### src/sv/ncv_pkg.sv
// Shared widths and ring control type for the normalized convolution block.
package ncv_pkg;

  localparam int HIST_W = 32;
  localparam int KERN_W = 16;
  localparam int TOT_W  = 22;
  localparam int Q_W    = 32;
  localparam int PROD_W = HIST_W + KERN_W;

  typedef struct packed {
    logic h_fwd;
    logic g_fwd;
    logic g_bwd;
  } ncv_ring_t;

endpackage

### src/sv/ncv_cell.sv
// One ring cell: holds a histogram bin and a kernel bin, shifts with its neighbours.
module ncv_cell import ncv_pkg::*; (
  input  logic              clk,
  input  ncv_ring_t         ring,
  input  logic              ld,
  input  logic [HIST_W-1:0] ld_h,
  input  logic [KERN_W-1:0] ld_g,
  input  logic [HIST_W-1:0] h_right,
  input  logic [KERN_W-1:0] g_right,
  input  logic [KERN_W-1:0] g_left,
  output logic [HIST_W-1:0] h_q,
  output logic [KERN_W-1:0] g_q
);

  logic [HIST_W-1:0] h_r;
  logic [KERN_W-1:0] g_r;

  always_ff @(posedge clk) begin
    if (ld) begin
      h_r <= ld_h;
      g_r <= ld_g;
    end else begin
      if (ring.h_fwd) begin
        h_r <= h_right;
      end
      if (ring.g_fwd) begin
        g_r <= g_right;
      end else if (ring.g_bwd) begin
        g_r <= g_left;
      end
    end
  end

  assign h_q = h_r;
  assign g_q = g_r;

endmodule

### config.mk
export PLATFORM = sky130hd
export DESIGN_NAME = ncv_cell
export DESIGN_NICKNAME = d
export VERILOG_FILES = /design/src/sv/ncv_pkg.sv /design/src/sv/ncv_cell.sv
export SDC_FILE = /design/constraint.sdc
export NUM_CORES = 1
export LEC_CHECK = 0
export ABC_AREA = 0
export BUFFER_PORTS_ARGS = -buffer_cell sky130_fd_sc_hd__buf_4
export CAP_MARGIN = 15
export CORE_ASPECT_RATIO = 2
export CORE_UTILIZATION = 35
export DETAILED_ROUTE_END_ITERATION = 7
export PLACE_DENSITY = 0.74
export SLEW_MARGIN = 30
export SYNTH_ARGS = -nofsm -noshare
export SYNTH_HDL_FRONTEND = slang
export SYNTH_SLANG_ARGS = --single-unit
### constraint.sdc
create_clock -name clk -period 2.7 [get_ports clk]
set_clock_uncertainty 0.1 [all_clocks]
set_input_delay 0.27 -clock clk [delete_from_list [all_inputs] [get_ports clk]]
set_output_delay 0.27 -clock clk [all_outputs]
set_load 0.01 [all_outputs]
==> results.sh <==
export IMPL_synthTopCellsByCount="edfxtp_1 (48), mux2_2 (25), mux2i_1 (16), nand2_1 (16), o21ai_1 (10)"
export IMPL_setup_slack_ns=1.22
export IMPL_cts_resized=0
export IMPL_insertedDiodeCount=0
export IMPL_start_util_pct=36.6
export IMPL_track_usage_pct=15.2
export IMPL_vias=1752
export IMPL_rows=40
export IMPL_min_delay_start="ld_g[4]"
export IMPL_critPathLaunchType="input pin"
export IMPL_synth_edff_count=48
export IMPL_final_max_slew_viol_count=0
export IMPL_cp_end_kind="flop"
export IMPL_whs_endpoint="g_q[4]$_DFFE_PP_"
export IMPL_cts_buffers=5
export IMPL_synth_top_area_cell="edfxtp_1"
export IMPL_crit_type="in -> reg"
export IMPL_fin_crit_sh_pct=55.0
export IMPL_worstPathCellList="buf_4, buf_4, mux2_2"
export IMPL_areaGrowthSynthToFinish_pct=65.2
export IMPL_die_area_um2=6670
export IMPL_crit_fanout=47
export IMPL_synth_compound_area_share_pct=3.61
export IMPL_ff_latch_area_um2=1440
export IMPL_drtPass1Iterations=4
export IMPL_num_io_pins=165
export IMPL_powerDensity_nw_per_um2=555
export IMPL_fin_crit_ns=1.48
export IMPL_synth_ff_type="edfxtp_1"
export IMPL_place_ws_ns=0.894
export IMPL_clk_pin_slew_ns=0.06
export IMPL_hp_class="in -> reg"
export IMPL_slowest_stage="buf_4"
export IMPL_drive_above_1_share_pct=67.8
export IMPL_ant_nets=0
export IMPL_fillers=512
export IMPL_gp_congestion=0.760
export IMPL_synth_most_common_cell="edfxtp_1"
export IMPL_max_cap_violations=0
export IMPL_ys_warn_count=0
export IMPL_die_width_um=58.3
export IMPL_grt_pass1_wl_um=7520
export IMPL_syn_avg_cell_area_um2=15.9
export IMPL_overflow=0
export IMPL_vias_per_cell=4.52
export IMPL_cp_common_cell="buf_4"
export IMPL_drtIter0Drc=37
export IMPL_ir_drop_uv=355
export IMPL_wl_um=5190
export IMPL_wl_per_cell_um=13.4
export IMPL_yosysSeqAreaShare_pct=65.0
export IMPL_whs_path_depth=3
export IMPL_post_cts_setup_buffers=0
export IMPL_hold_viol=0
export IMPL_clkSinkCount=48
export IMPL_synth_top_area_share_pct=65.0
export IMPL_cts_buffer_depth=2
export IMPL_cts_hold_buffers=0
export IMPL_finalNetCount=420
export IMPL_synthSimpleGateAreaFrac_pct=3.27
export IMPL_arrival_ns=1.42
export IMPL_rsz0062_at_grt="false"
export IMPL_grt_antenna_before_repair=0
export IMPL_grt_start_max_net_pins=48
export IMPL_relSlewSlack_pct=56.5
export IMPL_synth_top_family_by_area="multiplexers"
export IMPL_tightestPinTransition_ns=0.653
export IMPL_fmax_ghz=0.674
export IMPL_ctsRootBufferMaster="clkbuf_16"
export IMPL_async_flop_share_pct=0
export IMPL_tns_ns=0
export IMPL_die_h_um=115
export IMPL_synth_mux_area_share_pct=24.7
export IMPL_synth_xor_area_share_pct=0
export IMPL_leakagePower_uw=0.00168
export IMPL_ys_seq_elements=48
export IMPL_grt_pass1_vias=1736
export IMPL_cts_tree="done"
export IMPL_slowest_delay_ns=0.37
export IMPL_cts_max_level=2
export IMPL_cp_required_ns=2.63
export IMPL_synth_area_leaders="edfxtp_1 (65%), mux2_2 (13%), mux2i_1 (7.2%)"
export IMPL_drc=0
export IMPL_synthAdderAreaFrac_pct=0
export IMPL_mappedNetlistArea_um2=2220
export IMPL_synthesis_nets=256
export IMPL_netlist_instances=139
export IMPL_core_area_um2=6060
export IMPL_dp_hpwl_um=4260
export IMPL_io_buffers=164
export IMPL_multi_input_area_um2=699
export IMPL_status="completed"
export IMPL_setup_viol=0
export IMPL_ys_types=12
-- worst max-delay path: cells and delay by family --
family                 cells  cell delay, ns
buffers and inverters      2            0.73
muxes                      1            0.37
-- flip-flops by register name (all words and copies together) (netlist names) --
| signal | count |
|---|---|
| h_q | 32 |
| g_q | 16 |
-- worst max-delay path by stage --
stage,startpoint,endpoint,depth (start not counted)
after floorplan,ld,h_q[0]$_DFFE_PP_,3
after global placement,ld,h_q[8]$_DFFE_PP_,3
after detailed placement,ld,h_q[1]$_DFFE_PP_,3
after CTS,ld,h_q[1]$_DFFE_PP_,3
after global routing,ld,g_q[14]$_DFFE_PP_,2
final,ld,h_q[1]$_DFFE_PP_,3
-- stage by stage --
stage / hold WS [ns] / instance area (um^2) / util, % / cells / power [uW]
6_report: 0.173 / 3660 / 60.4 / 388 / 2030
3_3_place_gp: 0.453 / 3490 / 57.7 / 380 / 1370
4_1_cts: 0.172 / 3660 / 60.4 / 388 / 2060
3_5_place_dp: 0.461 / 3490 / 57.7 / 380 / 1370
5_1_grt: 0.180 / 3660 / 60.4 / 388 / 2120
2_1_floorplan: 0.361 / 2220 / - / 139 / 1110
-- per-layer routing --
metal	GRT usage [%]	vias up	share of wire (%)
met2	30.3	95	59
met1	13.2	792	30
met3	3.50	12	7.3
met5	0	-	0
met4	7.62	0	3.3
li1	-	853	-
-- cells by family after synthesis --
| kind of cell | Yosys count |
|---|---|
| DFF | 48 |
| and+or+nand+nor | 18 |
| AOI/OAI and AO/OA | 16 |
| muxes | 48 |
| buffers and inverters | 9 |
-- report_power, final --
group | switching [uW] | internal (uW)
Combinational | 153 | 258
Sequential | 21.9 | 917
Clock | 248 | 434
Total | 423 | 1610
-- cells in the final DEF, fill, tap and decap left out --
master and n:
mux2_2 25, clkbuf_16 5, edfxtp_1 48, bufinv_16 1, buf_4 166, nand2_1 16, clkinvlp_4 1, mux2_4 7
or3_1 1, or2_1 1, o21ai_1 10, mux2i_1 16, o21ai_0 6, clkinv_2 1
-- cell type report --
class,count,area share (%)
clock buffer,5,3.42
multi-input combinational,82,19.1
sequential,48,39.4
timing repair buffer,166,34.1
clock inverter,3,1.16
tap,84,2.87
Power figures use the tool's default switching activity.
