$ cat src/sv/ncv_pkg.sv
// Shared widths and ring control type for the normalized convolution block.
package ncv_pkg;

  localparam int HIST_W = 32;
  localparam int KERN_W = 16;
  localparam int TOT_W  = 22;
  localparam int Q_W    = 32;
  localparam int PROD_W = HIST_W + KERN_W;

  typedef struct packed {
    logic h_fwd;
    logic g_fwd;
    logic g_bwd;
  } ncv_ring_t;

endpackage

$ cat src/sv/ncv_div.sv
// Restoring divider, one quotient bit per cycle.
module ncv_div import ncv_pkg::*; #(
  parameter int DW = 54
) (
  input  logic             clk,
  input  logic             rst_n,
  input  logic             start,
  input  logic [DW-1:0]    dividend,
  input  logic [TOT_W-1:0] divisor,
  output logic             done,
  output logic [Q_W-1:0]   quotient
);

  localparam int CNT_W = $clog2(DW + 1);

  logic [TOT_W-1:0] rem_r, rem_nxt;
  logic [DW-1:0]    q_r, q_nxt;
  logic [CNT_W-1:0] cnt_r, cnt_nxt;
  logic             run_r, run_nxt;
  logic             done_r, done_nxt;
  logic [TOT_W:0]   shifted;
  logic [TOT_W:0]   diff;
  logic             ge;

  always_comb begin
    shifted  = {rem_r, q_r[DW-1]};
    diff     = shifted - {1'b0, divisor};
    ge       = (shifted >= {1'b0, divisor});
    rem_nxt  = rem_r;
    q_nxt    = q_r;
    cnt_nxt  = cnt_r;
    run_nxt  = run_r;
    done_nxt = 1'b0;
    if (start) begin
      rem_nxt = '0;
      q_nxt   = dividend;
      cnt_nxt = CNT_W'(DW);
      run_nxt = 1'b1;
    end else if (run_r) begin
      rem_nxt = ge ? diff[TOT_W-1:0] : shifted[TOT_W-1:0];
      q_nxt   = {q_r[DW-2:0], ge};
      cnt_nxt = cnt_r - CNT_W'(1);
      if (cnt_r == CNT_W'(1)) begin
        run_nxt  = 1'b0;
        done_nxt = 1'b1;
      end
    end
  end

  always_ff @(posedge clk) begin
    if (!rst_n) begin
      run_r  <= 1'b0;
      done_r <= 1'b0;
      cnt_r  <= '0;
    end else begin
      run_r  <= run_nxt;
      done_r <= done_nxt;
      cnt_r  <= cnt_nxt;
    end
    rem_r <= rem_nxt;
    q_r   <= q_nxt;
  end

  assign done     = done_r;
  assign quotient = q_r[Q_W-1:0];

endmodule

$ cat config.mk
export PLATFORM = sky130hd
export DESIGN_NAME = ncv_div
export DESIGN_NICKNAME = d
export VERILOG_FILES = /design/src/sv/ncv_pkg.sv /design/src/sv/ncv_div.sv
export SDC_FILE = /design/constraint.sdc
export NUM_CORES = 1
export LEC_CHECK = 0
export BUFFER_PORTS_ARGS = -buffer_cell sky130_fd_sc_hd__buf_2
export CORE_ASPECT_RATIO = 2
export CORE_MARGIN = 2
export CORE_UTILIZATION = 40
export DETAILED_ROUTE_END_ITERATION = 16
export GPL_ROUTABILITY_DRIVEN = 0
export PLACE_DENSITY = 0.65
export SYNTH_ARGS = -nofsm -noshare
export SYNTH_HDL_FRONTEND = slang
export SYNTH_SLANG_ARGS = --single-unit
$ cat constraint.sdc
create_clock -name clk -period 3.3 [get_ports clk]
set_input_delay 0.165 -clock clk [delete_from_list [all_inputs] [get_ports clk]]
set_output_delay 0.165 -clock clk [all_outputs]
set_load 0.05 [all_outputs]
==> results of run 1 <==
## per-layer routing
metal  vias to the layer above  track usage
met1                      1820        0.173
met3                        38       0.0417
li1                       1853            -
met4                         0       0.0924
met2                       144        0.320
met5                         -            0
## flip-flops by register name, summed over array words and instances (netlist names)
signal,cells
q_r,54
done,1
rem_r,22
cnt_r,6
run_r,1
## cell type report
type,instances,area [sq um]
multi-input combinational,315,2390
tap,150,188
inverter,31,116
sequential,84,2220
fill,1209,6730
clock inverter,6,71.3
clock buffer,10,229
timing repair buffer,116,606
## cells in the final DEF, fill, tap and decap left out, drive strengths merged, types with 2 or more instances in the layout
cell	instances
a211oi	3
a21boi	6
a21o	8
a21oi	19
a221oi	2
a311oi	18
a41oi	3
and3	7
and4	2
buf	116
clkbuf	10
clkinv	3
dfxtp	30
edfxtp	54
ha	24
inv	32
mux2	54
nand2	50
nand2b	2
nand3	7
nand4	2
nor2	41
nor2b	3
nor3	4
o211ai	2
o21ai	11
o221ai	2
o31a	2
o41ai	2
or3	3
xnor2	12
xor2	11
## through the flow
step | instance area (sq um) | hold slack (ns) | setup WS, ns
after floorplan | 5120 | 0.293 | 0.704
after global placement | 5520 | 0.464 | 0.460
after detailed placement | 5520 | 0.470 | 0.402
after CTS | 5820 | 0.115 | 0.378
after global routing | 5820 | 0.119 | 0.182
final | 5820 | 0.123 | 0.318
## cell families after synthesis
| group | Yosys count | share of synthesized area |
|---|---|---|
| adder cells (fa/ha/maj) | 25 | 0.0625 |
| flip-flops | 84 | 0.434 |
| AO/OA/AOI/OAI | 86 | 0.132 |
| AND/OR/NAND/NOR | 127 | 0.113 |
| XOR/XNOR | 23 | 0.0393 |
| buffers and inverters | 84 | 0.101 |
| multiplexers | 54 | 0.119 |
## final timing paths
check                    to  slack [ns]
setup reg to reg  rem_r[21]        0.32
setup / recovery  rem_r[21]        0.32
hold / removal     cnt_r[2]        0.12
hold reg to reg   rem_r[15]        0.49
## report_power, final
group / total (mW) / switching (mW) / internal [mW] / leakage, nW
Clock: 1.04 / 0.441 / 0.595 / 0.145
Combinational: 0.811 / 0.505 / 0.306 / 1.55
Sequential: 1.30 / 0.0572 / 1.24 / 0.791
==> run metrics, run 1 <==
IO buf count=111; crit end category=flop; DR top layer=met4; class of the worst hold path=input pin to flop; EDFF count, synth=54; HPWL after detailed placement=8600 um; wire length on met2=6330 um; hold_buf cts=0; Leak=2.49 nW; Hold Path Depth=2; CP required=3.52 ns; syn nets=587; DR WL/cell=16.4 um; drt drc=0; Worst Path Buf+Inv=0; TritonCTS Sinks=84; Post-CTS Setup Inserts=0; pin count of the biggest net entering global routing=77; initial core utilization=0.408; aggregate routed wire length=11700 um; cells resized by post-CTS repair=0; register bit total from synthesis=84; Hold Startpoint=rst_n; number of cells on the critical path=9; num rows=58; Top FF cell, synth=edfxtp_1; Mapped Cells=483; Setup crit start=rem_r[4]; share of the synthesized area in the top cell type=0.316; share of cells above drive strength 1=0.365; Crit path largest cell delay=0.41 ns; startpoint type of the worst setup path=flop; cell taking the most area after synthesis=edfxtp_1; maximum VDD drop=0.346 mV; NumNets Final=661; Slowest cell on crit path=a21boi_0; GRT Util Overall=0.172; Clock Tree Buf Depth=2; htree depth=3; Remaining Overflow, GRT=0; total of max-cap violations=0; Metal-1 WL=4210 um; CTS clk-pin slew, worst paths=0.07 ns; number of synthesis warnings=0; 1st-pass router iterations=4; post-route ant nets=0; Core Box Area=12600 sq um; DR vias/cell=5.41; Cell Chain, Critical Path=ha_1, and3_2, a221oi_1, a21boi_0, o21ai_0, o22ai_1, o221ai_1, xor2_1, o31a_1; post-synth cell types=57; synth cell count leaders=edfxtp_1 (54), mux2_2 (54), nand2_1 (50); Die Y=164 um; Clock Tree Root=clkbuf_16; Worst-Margin Slew=0.961 ns; setup total negative slack=0 ns; Worst-Skew Late Latency=0.34 ns; Mapped Area=5120 sq um; post-synthesis sequential area ratio=0.434; Power Dens Cells=541 nW/um^2; Slew headroom=0.359; minimum clock period=2.98 ns; fin crit share=0.904; Syn-to-layout area delta=13.6%; chip width=84.0 um; via count=3855; outcome=completed; CP top delay family=compound AO/OA/AOI/OAI gates; final hold vios=0; Antenna Cells=0; Async S/R FF share, synth=0; first-pass GRT wire length=18900 um; Final Power=3.15 mW; Final setup violation count=0; post-route non-filler standard cell count=712; RSZ-0062 raised after global routing=false; syn avg cell area=10.6 sq um; CTS tree=yes; DR iter-0 viols=160; Slew Viols, Final=0; Crit path arrival time=3.20 ns; ranking of synthesized cells by area=edfxtp_1 (32%), mux2_2 (12%), dfxtp_1 (12%); Num CTS Buffers=9; crit-path max FO=6; reg2reg path depth=9; Critical R2R Launch=rem_r[4]; die area=13800 sq um; f_max=335 MHz; io pins=112; initial antenna violation count=0; placed insts=696; post-layout util=0.464; crit path kind=flop to flop; met3 wire len=701 um; skew final=0.0106 ns; vias in the first global route=4082
Power figures use the tool's default switching activity.
==> run 2, diff against run 1 <==
--- a/config.mk
+++ b/config.mk
@@ -11,7 +11,7 @@
 export CORE_UTILIZATION = 40
 export DETAILED_ROUTE_END_ITERATION = 16
 export GPL_ROUTABILITY_DRIVEN = 0
-export PLACE_DENSITY = 0.65
+export PLACE_DENSITY = 0.67
 export SYNTH_ARGS = -nofsm -noshare
 export SYNTH_HDL_FRONTEND = slang
 export SYNTH_SLANG_ARGS = --single-unit
==> constraint.sdc (replaced) <==
create_clock -name clk -period 2.6 [get_ports clk]
set_input_delay 0.13 -clock clk [delete_from_list [all_inputs] [get_ports clk]]
set_output_delay 0.13 -clock clk [all_outputs]
set_load 0.05 [all_outputs]
==> run 2 against run 1 <==
Setup slack got worse by 0.31 ns. Via count increased by 2.2%. Register-to-register slack got worse by 0.31 ns. Critical endpoint is now rem_r[18]. Largest cell class unchanged. Highest routed layer unchanged.
==> run metrics, run 2 (synthesis gave the netlist of run 1 again) <==
Final setup violation count=0 (unchanged); Slew headroom=0.351 (was 0.359); Syn-to-layout area delta=20.3% (was 13.6%); Cell Chain, Critical Path=ha_1, and3_2, and2b_2, nand4_1, a21boi_1, or4_4, a41oi_4, buf_12, nand2_1, a311oi_2 (was ha_1, and3_2, a221oi_1, a21boi_0, o21ai_0, o22ai_1, o221ai_1, xor2_1, o31a_1); Switching Share=0.325 (was 0.319); pin count of the biggest net entering global routing=77 (unchanged); NumNets Final=690 (was 661); Die Y=164 um (unchanged); class of the worst hold path=input pin to flop (unchanged); most common cell after layout, fill and taps aside=buf_2 (unchanged); max reg flops=54 (unchanged); final hold vios=0 (unchanged); Int Power=2.83 mW (was 2.15 mW); post-route ant nets=0 (unchanged); outcome=completed (unchanged); via count=3938 (was 3855); initial core utilization=0.408 (unchanged); Slowest cell on crit path=or4_4 (was a21boi_0); io pins=112 (unchanged); Num CTS Buffers=9 (unchanged); IO buf count=111 (unchanged); Net Sw Power=1.36 mW (was 1.00 mW); Worst-Skew Late Latency=0.34 ns (about the same); htree depth=3 (unchanged); commonest non-fill, non-tap cells in the layout=buf_2 (111), mux2_2 (54), edfxtp_1 (54), nand2_1 (48), nor2_1 (40) (was buf_2 (111), mux2_2 (54), edfxtp_1 (54), nand2_1 (49), nor2_1 (41)); total of max-cap violations=0 (unchanged); Leak=2.65 nW (was 2.49 nW); drt drc=0 (unchanged); maximum VDD drop=0.401 mV (was 0.346 mV); Clock Tree Root=clkbuf_16 (unchanged); minimum clock period=2.59 ns (was 2.98 ns); Crit path largest cell delay=0.52 ns (was 0.41 ns); Multi-input gate area=2480 sq um (was 2390 sq um); Clock Power Share=0.331 (was 0.329); GRT Util Overall=0.175 (was 0.172); CP required=2.85 ns (was 3.52 ns); skew final=0.00755 ns (was 0.0106 ns); crit path kind=flop to flop (unchanged); HPWL after detailed placement=8790 um (was 8600 um); Worst-Margin Slew=0.974 ns (was 0.961 ns); vias in the first global route=4201 (was 4082); DR vias/cell=5.31 (was 5.41); Power Dens Cells=680 nW/um^2 (was 541 nW/um^2); aggregate routed wire length=11900 um (was 11700 um); chip width=84.0 um (unchanged); Antenna Cells=0 (unchanged); num rows=58 (unchanged); Comb pwr share=0.276 (was 0.258); biggest registers after layout=q_r x54, rem_r x22, cnt_r x6 (unchanged); startpoint type of the worst setup path=flop (unchanged); CTS clk-pin slew, worst paths=0.07 ns (about the same); Final WS setup=0.00696 ns (was 0.318 ns); Worst Path Buf+Inv=1 (was 0); Core Box Area=12600 sq um (unchanged); DR WL/cell=16.0 um (was 16.4 um); sequential share of power=0.394 (was 0.413); initial antenna violation count=0 (unchanged); RSZ-0062 raised after global routing=true (was false); first-pass GRT wire length=19300 um (was 18900 um); CTS tree=yes (unchanged); share of cells above drive strength 1=0.423 (was 0.365); TritonCTS Sinks=84 (unchanged); register area=2220 sq um (about the same); worst hold slack=0.0633 ns (was 0.123 ns); fill cell count=1147 (was 1209); CP top delay family=simple AND/OR/NAND/NOR gates (was compound AO/OA/AOI/OAI gates); Final Power=4.19 mW (was 3.15 mW); Remaining Overflow, GRT=0 (unchanged); die area=13800 sq um (unchanged); Crit path arrival time=2.84 ns (was 3.20 ns); setup total negative slack=0 ns (unchanged); Clock Tree Buf Depth=2 (unchanged); DR iter-0 viols=124 (was 160); most flop-heavy register=q_r (unchanged); crit-path max FO=14 (was 6); fin crit share=0.997 (was 0.904); 1st-pass router iterations=4 (unchanged); post-layout util=0.491 (was 0.464); worst slack, placed=-0.155 ns (was 0.402 ns); f_max=386 MHz (was 335 MHz); crit end category=flop (unchanged); R2R setup slack=0.007 ns (was 0.32 ns); Slew Viols, Final=0 (unchanged)
## run 2: changes by cell type in the layout (fill, tap and decap cells not counted), sizes merged
cell    delta
buf       +29
clkinv     -2
clkbuf     -1
inv        +3
## run 2: area by class of cell
type                    instances  area share
flip-flops and latches         84       0.361
clock buffers                   9      0.0365
multi-input cells             315       0.402
inverters                      31      0.0189
clock inverters                 7      0.0140
well taps                     150      0.0305
repair buffers                145       0.137
## run 2: layer usage
metal	vias to the layer above	GRT usage	part of all wire	wire [um]
met1	1863	0.182	0.37	4400
met3	31	0.0357	0.055	650
met5	-	0	0	0
li1	1911	-	-	-
met4	0	0.0858	0.034	398
met2	133	0.327	0.54	6420
## run 2: per-stage QoR
stage	cells	cell area [sq um]
2_1_floorplan	483	5120
5_1_grt	741	6160
3_5_place_dp	722	5730
3_3_place_gp	722	5730
6_report	741	6160
4_1_cts	739	6070
## run 2: repair_timing
| item | CTS | global route |
|---|---|---|
| endpoints found under the setup margin | 12 | 23 |
| gates resized for setup | 5 | 16 |
| hold buffers | 0 | 0 |
| setup buffers | 1 | 2 |
| pin swaps | 4 | 11 |
## run 2: final timing paths
kind         startpoint   endpoint  cells past startpoint
min reg2reg    rem_r[6]   rem_r[6]                      2
max reg2reg    rem_r[4]  rem_r[18]                     10
min               rst_n      run_r                      2
max            rem_r[4]  rem_r[18]                     10
## run 2: worst register-to-register path: stages (launching register included)
cell and delay [ns]:
dfxtp_2 0.33, ha_1 0.29, and3_2 0.23, and2b_2 0.21
nand4_1 0.09, a21boi_1 0.07, or4_4 0.52, a41oi_4 0.25
buf_12 0.18, nand2_1 0.09, a311oi_2 0.25
## run 2: power groups by stage
| stage | combinational [mW] | sequential, mW | clock (mW) |
|---|---|---|---|
| 5_1_grt | 1.25 | 1.67 | 1.46 |
| 4_1_cts | 1.12 | 1.65 | 1.42 |
| 3_3_place_gp | 1.09 | 1.67 | 0 |
| 6_report | 1.15 | 1.65 | 1.39 |
| 3_5_place_dp | 1.11 | 1.68 | 0 |
| 2_1_floorplan | 0.878 | 1.66 | 0 |
==> run 3, diff against run 2 <==
--- a/config.mk
+++ b/config.mk
@@ -11,7 +11,7 @@
 export CORE_UTILIZATION = 40
 export DETAILED_ROUTE_END_ITERATION = 16
 export GPL_ROUTABILITY_DRIVEN = 0
-export PLACE_DENSITY = 0.67
+export REMOVE_ABC_BUFFERS = 1
 export SYNTH_ARGS = -nofsm -noshare
 export SYNTH_HDL_FRONTEND = slang
 export SYNTH_SLANG_ARGS = --single-unit
==> run 3 against run 2 <==
First-iteration DRC count rose by 29%. Register-to-register slack gained 0.05 ns. Sequential power barely moved. Critical path depth unchanged. Count of clock-buffer cells in the layout rose by 1. Critical path type unchanged. Die area unchanged. Fmax increased by 2.1%. Via count rose by 0.10%.
==> run metrics, run 3 (synthesis gave the netlist of run 1 again) <==
post-route ant nets=0 (unchanged); final hold vios=0 (unchanged); Core Box Area=12600 sq um (unchanged); Crit path arrival time=2.78 ns (was 2.84 ns); minimum clock period=2.54 ns (was 2.59 ns); Remaining Overflow, GRT=0 (unchanged); crit-path max FO=7 (was 14); reg2reg path depth=10 (unchanged); Comb pwr share=0.287 (was 0.276); HPWL after detailed placement=8740 um (was 8790 um); Power Dens Cells=656 nW/um^2 (was 680 nW/um^2); Int Power=2.82 mW (was 2.83 mW); Antenna Cells=0 (unchanged); skew final=0.00962 ns (was 0.00755 ns); num rows=58 (unchanged); Leak=2.65 nW (about the same); htree depth=3 (unchanged); commonest non-fill, non-tap cells in the layout=buf_2 (111), mux2_2 (54), edfxtp_1 (54), nand2_1 (47), nor2_1 (41) (was buf_2 (111), mux2_2 (54), edfxtp_1 (54), nand2_1 (48), nor2_1 (40)); max reg flops=54 (unchanged); pin count of the biggest net entering global routing=77 (unchanged); NumNets Final=691 (was 690); total of max-cap violations=0 (unchanged); Final setup violation count=0 (unchanged); crit end category=flop (unchanged); Clock Tree Root=clkbuf_16 (unchanged); Worst-Skew Late Latency=0.33 ns (was 0.34 ns); DR iter-0 viols=160 (was 124); Die Y=164 um (unchanged); vias in the first global route=3965 (was 4201); RSZ-0062 raised after global routing=true (unchanged); most common cell after layout, fill and taps aside=buf_2 (unchanged); most flop-heavy register=q_r (unchanged); IO buf count=111 (unchanged); placed insts=722 (unchanged); TritonCTS Sinks=84 (unchanged); post-route non-filler standard cell count=742 (was 741); Clock Tree Buf Depth=2 (unchanged); io pins=112 (unchanged); drt drc=0 (unchanged); DR WL/cell=15.7 um (was 16.0 um); worst slack, placed=-0.0599 ns (was -0.155 ns); sequential share of power=0.401 (was 0.394); maximum VDD drop=0.484 mV (was 0.401 mV); Switching Share=0.314 (was 0.325); Slew Viols, Final=0 (unchanged); CTS clk-pin slew, worst paths=0.07 ns (about the same); fin crit share=0.977 (was 0.997); via count=3942 (was 3938); Worst-Margin Slew=0.503 ns (was 0.974 ns); Slew headroom=0.665 (was 0.351); biggest registers after layout=q_r x54, rem_r x22, cnt_r x6 (unchanged); initial core utilization=0.408 (unchanged); CTS tree=yes (unchanged); outcome=completed (unchanged); first-pass GRT wire length=18500 um (was 19300 um); crit path kind=flop to flop (unchanged); Hold Path Depth=2 (unchanged); class of the worst hold path=input pin to flop (unchanged); hold_buf cts=0 (unchanged); GRT Util Overall=0.167 (was 0.175); Syn-to-layout area delta=22.5% (was 20.3%); share of cells above drive strength 1=0.458 (was 0.423); Net Sw Power=1.29 mW (was 1.36 mW); aggregate routed wire length=11700 um (was 11900 um); chip width=84.0 um (unchanged); Clock Power Share=0.313 (was 0.331); CP required=2.84 ns (was 2.85 ns); R2R setup slack=0.06 ns (was 0.007 ns); initial antenna violation count=0 (unchanged); f_max=394 MHz (was 386 MHz); startpoint type of the worst setup path=flop (unchanged); Final WS setup=0.0610 ns (was 0.00696 ns); DR vias/cell=5.31 (about the same); Num CTS Buffers=9 (unchanged); 1st-pass router iterations=4 (unchanged); die area=13800 sq um (unchanged); fill cell count=1194 (was 1147)
[run 3: cell types whose count changed in the layout (fill, tap and decap cells not counted), moves of 2 or more]
cell        delta
dfxtp_2        +3
a21oi_2        +3
clkinvlp_4     +2
inv_6          -2
a311oi_1       -6
a311oi_2       +6
ha_1           -6
a21oi_1        -3
ha_4           +5
dfxtp_1        -5
dfxtp_4        +2
[run 3: stage by stage]
stage           util   TNS, ns  area (sq um)  hold WS [ns]  power, mW
2_1_floorplan      -    -25.32          4720         0.198       2.40
3_3_place_gp   0.455  -0.00869          5720         0.433       2.75
3_5_place_dp   0.455   -0.0718          5720         0.436       2.77
4_1_cts        0.480   -0.0524          6030        0.0814       4.08
5_1_grt        0.500    -0.215          6280        0.0889       4.32
6_report       0.500         0          6280        0.0986       4.12
[run 3: layer usage]
layer	wire [um]	global-route usage
met1	4340	0.173
met4	321	0.0660
met3	515	0.0307
met5	0	0
met2	6480	0.324
[run 3: repair_timing]
item / in CTS / in global routing
cloned: 0 / 0
pin swaps: 1 / 21
buffers inserted: 0 / 4
gates resized for setup: 3 / 41
setup endpoints to repair: 8 / 23
[run 3: power by group through the flow]
stage / Sequential [mW] / Combinational, mW / Clock [mW]
after floorplan: 1.86 / 0.537 / 0
after global placement: 1.67 / 1.09 / 0
after detailed placement: 1.67 / 1.10 / 0
after CTS: 1.64 / 1.11 / 1.33
after global routing: 1.67 / 1.28 / 1.38
final: 1.65 / 1.18 / 1.29
[run 3: final cells by class]
class                      count  area (sq um)  area share
clock buffer                  10           229      0.0365
sequential                    84          2240       0.356
inverter                      31           116      0.0185
tap                          150           188      0.0299
clock inverter                 6          72.6      0.0116
timing repair buffer         146           842       0.134
multi-input combinational    315          2590       0.413
[run 3: critical path, cell delays in order (launching register included)]
cell,delay (ns)
dfxtp_4,0.36
ha_4,0.21
and3_4,0.19
and4_4,0.19
nand4_1,0.11
a21boi_1,0.08
or4_4,0.55
a41oi_4,0.25
buf_6,0.17
nand2_1,0.07
a311oi_2,0.25
[run 3: final timing paths]
check | from | to
worst max register to register | rem_r[9] | rem_r[12]
worst min register to register | rem_r[20] | rem_r[20]
worst min-delay path | dividend[41] | q_r[41]
worst max-delay path | rem_r[9] | rem_r[12]
